**src/rtl/wicm_pkg.sv**
```systemverilog
// Shared types, constants and helper functions for the window interior counter.
`default_nettype none
package wicm_pkg;

  localparam int MAX_DIM    = 128;
  localparam int MAX_WINDOW = 32;
  localparam int DIM_W      = $clog2(MAX_DIM);
  localparam int SLOT_W     = $clog2(MAX_WINDOW);
  localparam int CFG_DIM_W  = 8;
  localparam int CFG_WIN_W  = 6;
  localparam int CFG_DATA_W = 8;
  localparam int CFG_IDX_W  = 2;
  localparam int COUNT_W    = 10;
  localparam int COLSUM_W   = 5;
  localparam int FIFO_DEPTH = 4;
  localparam int FIFO_PTR_W = $clog2(FIFO_DEPTH);
  localparam int FIFO_CNT_W = $clog2(FIFO_DEPTH + 1);

  typedef enum logic [CFG_IDX_W-1:0] {
    REG_ROW_COUNT   = 2'd0,
    REG_COL_COUNT   = 2'd1,
    REG_WINDOW_SIZE = 2'd2
  } cfg_reg_t;

  // Image geometry after saturation; span is the interior side (window - 2).
  typedef struct packed {
    logic [CFG_DIM_W-1:0] rows;
    logic [CFG_DIM_W-1:0] cols;
    logic [SLOT_W-1:0]    span;
  } geom_t;

  // One line-store entry: the bit history of a column and its set count.
  typedef struct packed {
    logic [MAX_WINDOW-1:0] bits;
    logic [COLSUM_W-1:0]   sum;
  } line_t;

  // Classified pixel handed from the front to the back.
  typedef struct packed {
    logic [COLSUM_W-1:0] colsum;
    logic [SLOT_W-1:0]   hslot;
    logic [SLOT_W-1:0]   lslot;
    logic                leave_ok;
    logic                row_start;
    logic                in_window;
    logic [DIM_W-1:0]    top;
    logic [DIM_W-1:0]    left;
    logic                last;
  } hitem_t;

  function automatic logic [CFG_DIM_W-1:0] clamp_dim(input logic [CFG_DIM_W-1:0] v);
    logic [CFG_DIM_W-1:0] r;
    r = v;
    if (v < CFG_DIM_W'(3)) r = CFG_DIM_W'(3);
    else if (v > CFG_DIM_W'(MAX_DIM)) r = CFG_DIM_W'(MAX_DIM);
    return r;
  endfunction

  function automatic logic [SLOT_W-1:0] clamp_span(input logic [CFG_WIN_W-1:0] v);
    logic [CFG_WIN_W-1:0] k;
    k = v;
    if (v < CFG_WIN_W'(3)) k = CFG_WIN_W'(3);
    else if (v > CFG_WIN_W'(MAX_WINDOW)) k = CFG_WIN_W'(MAX_WINDOW);
    return SLOT_W'(k - CFG_WIN_W'(2));
  endfunction

endpackage
`default_nettype wire

```
**src/rtl/wicm_back.sv**
```systemverilog
// Back end: horizontal running sum, best tracking and the result register.
`default_nettype none
module wicm_back (
  input  wire logic                         clk,
  input  wire logic                         rst,
  input  wire logic                         head_valid,
  input  wire wicm_pkg::hitem_t             head,
  output logic                              take,
  input  wire logic                         pop,
  output logic                              empty,
  output logic [wicm_pkg::COUNT_W-1:0]      best_count,
  output logic [wicm_pkg::DIM_W-1:0]        best_row,
  output logic [wicm_pkg::DIM_W-1:0]        best_col
);

  logic [wicm_pkg::COLSUM_W-1:0]   hh [wicm_pkg::MAX_WINDOW];
  logic [wicm_pkg::MAX_WINDOW-1:0] hv;
  logic [wicm_pkg::COUNT_W-1:0]    running_sum;
  logic [wicm_pkg::COUNT_W-1:0]    best_so_far;
  logic [wicm_pkg::DIM_W-1:0]      best_top;
  logic [wicm_pkg::DIM_W-1:0]      best_left;
  logic                            out_valid;

  logic [wicm_pkg::COUNT_W-1:0]    base;
  logic [wicm_pkg::COLSUM_W-1:0]   hleave;
  logic [wicm_pkg::COUNT_W-1:0]    running_sum_next;
  logic                            better;
  logic [wicm_pkg::COUNT_W-1:0]    best_so_far_next;
  logic [wicm_pkg::DIM_W-1:0]      best_top_next;
  logic [wicm_pkg::DIM_W-1:0]      best_left_next;

  // Hold a last pixel back while an untaken result still occupies the output.
  assign take = head_valid && (!head.last || !out_valid || pop);

  always_comb begin
    base             = head.row_start ? '0 : running_sum;
    hleave           = (head.leave_ok && !head.row_start && hv[head.lslot]) ?
                       hh[head.lslot] : '0;
    running_sum_next = base - wicm_pkg::COUNT_W'(hleave)
                       + wicm_pkg::COUNT_W'(head.colsum);
    better           = head.in_window && (running_sum_next > best_so_far);
    best_so_far_next = better ? running_sum_next : best_so_far;
    best_top_next    = better ? head.top : best_top;
    best_left_next   = better ? head.left : best_left;
  end

  always_ff @(posedge clk) begin
    if (take) hh[head.hslot] <= head.colsum;
  end

  always_ff @(posedge clk) begin
    if (rst) begin
      hv          <= '0;
      running_sum <= '0;
      best_so_far <= '0;
      best_top    <= '0;
      best_left   <= '0;
      out_valid   <= 1'b0;
    end else begin
      if (take) begin
        hv <= (head.row_start ? '0 : hv)
              | (wicm_pkg::MAX_WINDOW'(1) << head.hslot);
        if (head.last) begin
          running_sum <= '0;
          best_so_far <= '0;
          best_top    <= '0;
          best_left   <= '0;
        end else begin
          running_sum <= running_sum_next;
          best_so_far <= best_so_far_next;
          best_top    <= best_top_next;
          best_left   <= best_left_next;
        end
      end
      if (take && head.last) out_valid <= 1'b1;
      else if (pop) out_valid <= 1'b0;
    end
  end

  always_ff @(posedge clk) begin
    if (take && head.last) begin
      best_count <= best_so_far_next;
      best_row   <= best_top_next;
      best_col   <= best_left_next;
    end
  end

  assign empty = !out_valid;

endmodule
`default_nettype wire

```
**config.mk**
```make
export PLATFORM = sky130hd
export DESIGN_NAME = wicm_back
export DESIGN_NICKNAME = d
export VERILOG_FILES = /design/src/rtl/wicm_pkg.sv /design/src/rtl/wicm_back.sv
export SDC_FILE = /design/constraint.sdc
export NUM_CORES = 1
export LEC_CHECK = 0
export ABC_AREA = 1
export BUFFER_PORTS_ARGS = -buffer_cell sky130_fd_sc_hd__buf_2
export CORE_ASPECT_RATIO = 1.2
export CORE_UTILIZATION = 65
export DETAILED_ROUTE_END_ITERATION = 8
export PLACE_DENSITY = 0.84
export SETUP_SLACK_MARGIN = 0.1
export SYNTH_ARGS = -nofsm -noshare
export SYNTH_HDL_FRONTEND = slang
export SYNTH_SLANG_ARGS = --single-unit
```
**constraint.sdc**
```tcl
create_clock -name clk -period 10.7 [get_ports clk]
set_input_delay 1.605 -clock clk [delete_from_list [all_inputs] [get_ports clk]]
set_output_delay 1.605 -clock clk [all_outputs]
set_load 0.02 [all_outputs]
```
# After elaboration in Yosys (flattened, before gate mapping)
# Memories as Yosys holds them, arrays and structs flattened.
# Cells that the tools add are included.
[op_classes]
bitwise_logic = 1
mux = 16
magnitude_cmp = 2
n_addsub = 2
shifts = 1
n_reduce_logical = 11
[ops]
columns = ["operator", "n"]
rows = [
  ["10-bit 2-to-1 mux", 4],
  ["32-bit 2-to-1 mux", 1],
  ["32-bit OR", 1],
  ["1-bit by 5-bit << shifter with 32-bit output (first input constant)", 1],
  ["7-bit 2-to-1 mux", 4],
  ["10-bit by 5-bit adder with 10-bit output", 1],
  ["10-bit > comparator", 1],
  ["10-bit by 5-bit subtractor with 10-bit output", 1],
  ["5-bit by 6-bit < comparator with 1-bit output (second input constant)", 1],
  ["1-bit binary-select mux with 5-bit select", 1],
  ["1-bit logical AND", 5],
  ["1-bit 2-to-1 mux", 5],
  ["5-bit 2-to-1 mux", 1],
  ["1-bit zero test", 3],
  ["1-bit logical OR", 2],
  ["2-bit nonzero test", 1],
]
[totals]
word_cells = 43
output_inout_bits = 26
mem_bits_rw = 160
regBits = 91
n_memories = 1
inputBits = 37
[mem_list]
columns = ["name", "depth", "width", "rd", "rd_ports_with_merged_regs", "wr", "line", "source"]
rows = [
  ["hh", 32, 5, 1, 0, 1, "wicm_back.sv:16", "logic [wicm_pkg::COLSUM_W-1:0] hh [wicm_pkg::MAX_WINDOW];"],
]

# Logic depth before layout (Yosys ltp)
[depth]
word_depth = 10
depth_mapped = 35
ltp_nobuf = 31

# Worst setup path before layout
# Ideal clock, no wire load.
[synth_timing]
path_kind = "input to register"
start = "in head[18] (netlist bit)"
end = "reg best_col[0] (netlist bit), data pin"
required_ps = 10445
cell_stages = 30
t_arrival_ps = 5104
slack_ps = 5341
setup_ps = 255
cell_sequence = "buf_6 -> buf_8 -> buf_4 -> nand2_1 -> nand3_1 -> nand3_1 -> nand2_1 -> nand2_1 -> nand3_2 -> nand4_2 -> nor2_1 -> fa_1 -> inv_1 -> ha_1 -> a21oi_1 -> nand2_1 -> nand2_1 -> nand4_1 -> nand2_1 -> inv_1 -> ha_1 -> nand2_1 -> nor2_2 -> nand3_1 -> nand2_1 -> nor2_2 -> nor2_4 -> buf_2 -> nand2_1 -> and2_1"
[synth_via]
elab_chain_len = 9
[synth_rtl]
columns = ["element", "line", "source"]
rows = [
  ["start: declaration", "wicm_back.sv:7", "input wire wicm_pkg::hitem_t head,"],
  ["1-bit binary-select mux with 5-bit select", "wicm_back.sv:37", "hleave = (head.leave_ok && !head.row_start && hv[head.lslot]) ?"],
  ["1-bit 2-to-1 mux (not written as such)", "wicm_back.sv:37", ""],
  ["1-bit logical AND", "wicm_back.sv:37", ""],
  ["5-bit 2-to-1 mux *", "wicm_back.sv:37", ""],
  ["10-bit by 5-bit subtractor with 10-bit output *", "wicm_back.sv:39", "running_sum_next = base - wicm_pkg::COUNT_W'(hleave)"],
  ["10-bit by 5-bit adder with 10-bit output *", "wicm_back.sv:40", "+ wicm_pkg::COUNT_W'(head.colsum);"],
  ["10-bit > comparator *", "wicm_back.sv:41", "better = head.in_window && (running_sum_next > best_so_far);"],
  ["1-bit logical AND *", "wicm_back.sv:41", ""],
  ["7-bit 2-to-1 mux *", "wicm_back.sv:44", "best_left_next = better ? head.left : best_left;"],
  ["net best_left_next (one bit)", "wicm_back.sv:30", "logic [wicm_pkg::DIM_W-1:0] best_left_next;"],
  ["end signal: assignment", "wicm_back.sv:84", "best_col <= best_left_next;"],
  ["end: declaration", "wicm_back.sv:13", "output logic [wicm_pkg::DIM_W-1:0] best_col"],
]
# Mark *: on every way through the listed nets, which the timed path passes. The rest lies on a longest branch. The select of a mux whose other input is x is not followed.
# A chain may end at the register's enable or synchronous reset.

# Worst setup path after layout
[layout_timing]
start = "in head[19] (netlist bit)"
end = "reg best_count[3] (netlist bit), data pin"
[layout_via]
elab_chain_len = 9
[layout_rtl]
columns = ["element", "line", "source"]
rows = [
  ["1-bit binary-select mux with 5-bit select", "wicm_back.sv:37", ""],
  ["1-bit 2-to-1 mux (not written as such)", "wicm_back.sv:37", ""],
  ["1-bit logical AND", "wicm_back.sv:37", ""],
  ["5-bit 2-to-1 mux *", "wicm_back.sv:37", ""],
  ["10-bit by 5-bit subtractor with 10-bit output *", "wicm_back.sv:39", ""],
  ["10-bit by 5-bit adder with 10-bit output *", "wicm_back.sv:40", ""],
  ["10-bit > comparator", "wicm_back.sv:41", ""],
  ["1-bit logical AND", "wicm_back.sv:41", ""],
  ["10-bit 2-to-1 mux *", "wicm_back.sv:42", "best_so_far_next = better ? running_sum_next : best_so_far;"],
  ["net best_so_far_next (one bit)", "wicm_back.sv:28", "logic [wicm_pkg::COUNT_W-1:0] best_so_far_next;"],
  ["end signal: assignment", "wicm_back.sv:82", "best_count <= best_so_far_next;"],
  ["end: declaration", "wicm_back.sv:11", "output logic [wicm_pkg::COUNT_W-1:0] best_count,"],
]
# Marks and branches as above.

==> flow_summary.toml <==
[layout]
post-route-cell-area_um2 = 12670
nets = 1355
nFillCells = 1260
final_layout_size_suffix_gt1_share_pct = 10.53
areaGrowthSynthToFinish_pct = 8.544
stdcell_count = 1532

[floorplanning]
rows = 53
dieHeight_um = 148.8
core_area_um2 = 17570
die_w_um = 124.3
ioPinCount = 63
die_area_um2 = 18500
start_util_pct = 66.42

[clock_network]
clock_latency_ps = 530
ctsHoldBuffers = 0
root_buffer = "clkbuf_16"
cts.sinks = 251
postCtsSetupBuffers = 0
clk_pin_slew_ps = 60
h-tree-depth = 1
cts_tree = "yes"
cts_buffers = 24
post_cts_resized = 0
cts.path.max_buffers = 3

[hold_path]
min_path_type = "reg -> reg"
worst_hold_startpoint = "best_left[3]"

[detailed_routing]
avgViaCountPerCell = 5.697
ant_nets = 0
vias = 8728
firstDrtPassIters = 6
routed_wl_mm = 26.60
drc = 0
drt-wirelength-per-cell_um = 17.36
drt_iter0_markers = 840

[grt]
grt_first_pass_wirelength_mm = 42.57
grt_pass1_vias = 8461
gr-usage-all-layers_pct = 29.29
antenna_found_initial = 1
grt_max_degree = 98
overflow = 0

[worst_setup_path]
r2r-start = "hh[8][4]"
arrival_ps = 7310
path_class = "in -> reg"
worst_setup_path_start_kind = "input pin"
slowest_stage = "inv_1"
cp_max_fo = 57
startpoint = "head[19]"
max_stage_delay_ps = 560
crit_top_cell = "nand2_1"
cp-end-kind = "flop"
required_ps = 10960

[timing]
fin_crit_ps = 7045
post-route-period-util_pct = 65.84
skew_ps = 25.19
worst_pin_slew_ps = 1083
setup-tns-final_ps = 0
drv_slew = 0
finalSetupViolations = 0
slew_headroom_pct = 27.70
hold_viol = 0
grt_setup_unrepaired = "false"
fmax_ghz = 0.1419

[synthesis]
synthCells = 1262
yosys_warnings = 0
synth.distinct_cells = 34
ys_ff_latch = 251
synth.avg_cell_area_um2 = 9.249
ys_seq_area_share_pct = 58.83
syn-num-nets = 1324
synth_area_um2 = 11670

[placed_design]
placed_area_um2 = 11930
gp_congestion = 0.9246
dpl.cell_count = 1487
portBuffers = 62
hpwl_mm = 16.44

[pwr]
p_per_area_nw_per_um2 = 176.8
p_leak_nw = 4.884
power_w = 0.002240
peakVddDrop_mv = 0.1531

[status]
status = "finished, final reports clean"

[flow_run]
maxCapViolations = 0
-- synth_stat cells (all sizes together) --
library cell  number  area share, %
nand4              3           0.21
nand3b             2           0.13
nand2            355             11
edfxtp           184             47
a21oi             81            3.6
o21ai             16           0.69
nor2              79            3.1
dfxtp             67             11
buf               40            2.5
nor3              16           0.69
and2              24            1.3
ha                20            2.1
fa                 5           0.86
a21o               1          0.064
xor2               1          0.075
or2                4           0.21
clkbuf            23           0.74
inv              149            4.8
o21bai             3           0.19
o211ai             8           0.51
nand3            179            7.8
xnor2              2           0.15
-- flip-flops by register name, summed over array words and instances (netlist names) --
register     cells
best_col         7
best_count      10
best_left        7
best_row         7
best_so_far     10
best_top         7
hh             160
hv              32
out_valid        1
running_sum     10
-- cell type report --
type	count	area, um2	area share (%)
Sequential cell	251	6867	54.20
Inverter	149	564.3	4.454
Clock inverter	10	93.84	0.7407
Timing Repair Buffer	68	355.3	2.805
Tap cell	220	275.3	2.173
Multi-Input combinational cell	799	3864	30.50
Antenna cell	1	2.502	0.01975
Clock buffer	34	648.1	5.116
-- per-stage QoR --
step / util, % / setup slack, ps / hold slack, ps
2_1_floorplan: - / 5341 / 441.0
3_3_place_gp: 67.86 / 3300 / 451.3
3_5_place_dp: 67.86 / 3188 / 455.5
4_1_cts: 72.08 / 3704 / 465.3
5_1_grt: 72.08 / 3240 / 479.8
6_report: 72.10 / 3655 / 462.8
-- placed cells by master (no fill, tap or decap), drive strengths merged --
master	instances
a21o	1
a21oi	81
and2	24
buf	68
bufinv	1
clkbuf	34
clkinv	7
clkinvlp	2
dfxtp	67
diode	1
edfxtp	184
fa	5
ha	20
inv	149
nand2	355
nand3	179
nand3b	2
nand4	3
nor2	79
nor3	16
o211ai	8
o21ai	16
o21bai	3
or2	4
xnor2	2
xor2	1
-- cell families after synthesis --
family	after synthesis	synth area share, %
adders and majority gates	25	3.001
DFF	251	58.83
and+or+nand+nor	662	24.83
buffers and inverters	212	8.093
AOI/OAI and AO/OA	109	5.027
xor gates and xnor gates	3	0.2251
-- per-layer routing --
layer,GRT usage (%),vias to the layer above,wire length (um)
met2,51.71,366,13380
met4,11.81,0,915
met1,35.63,4087,10210
met3,5.308,74,2089
met5,0,-,0
li1,-,4201,-
-- path summary, 6_finish.rpt --
kind / to / slack (ps) / cells past startpoint
hold reg to reg: best_left[3] / 460 / 2
setup / recovery: best_count[3] / 3660 / 29
setup reg to reg: best_count[3] / 5910 / 26
hold / removal: best_left[3] / 460 / 2
-- power breakdown --
part,leakage (nW),internal [W],switching [W]
Sequential,2.21,0.00108,0.0000108
Combinational,2.31,0.000111,0.000233
Clock,0.356,0.000449,0.000355
Total,4.88,0.00164,0.000599
-- critical path, delay by kind of cell --
family | cells | cell delay [ps]
and+or+nand+nor | 19 | 2680
buffers and inverters | 6 | 1680
adders and majority gates | 3 | 1050
AOI/OAI and AO/OA | 1 | 280
No activity file was read; power rests on OpenSTA's default activity.
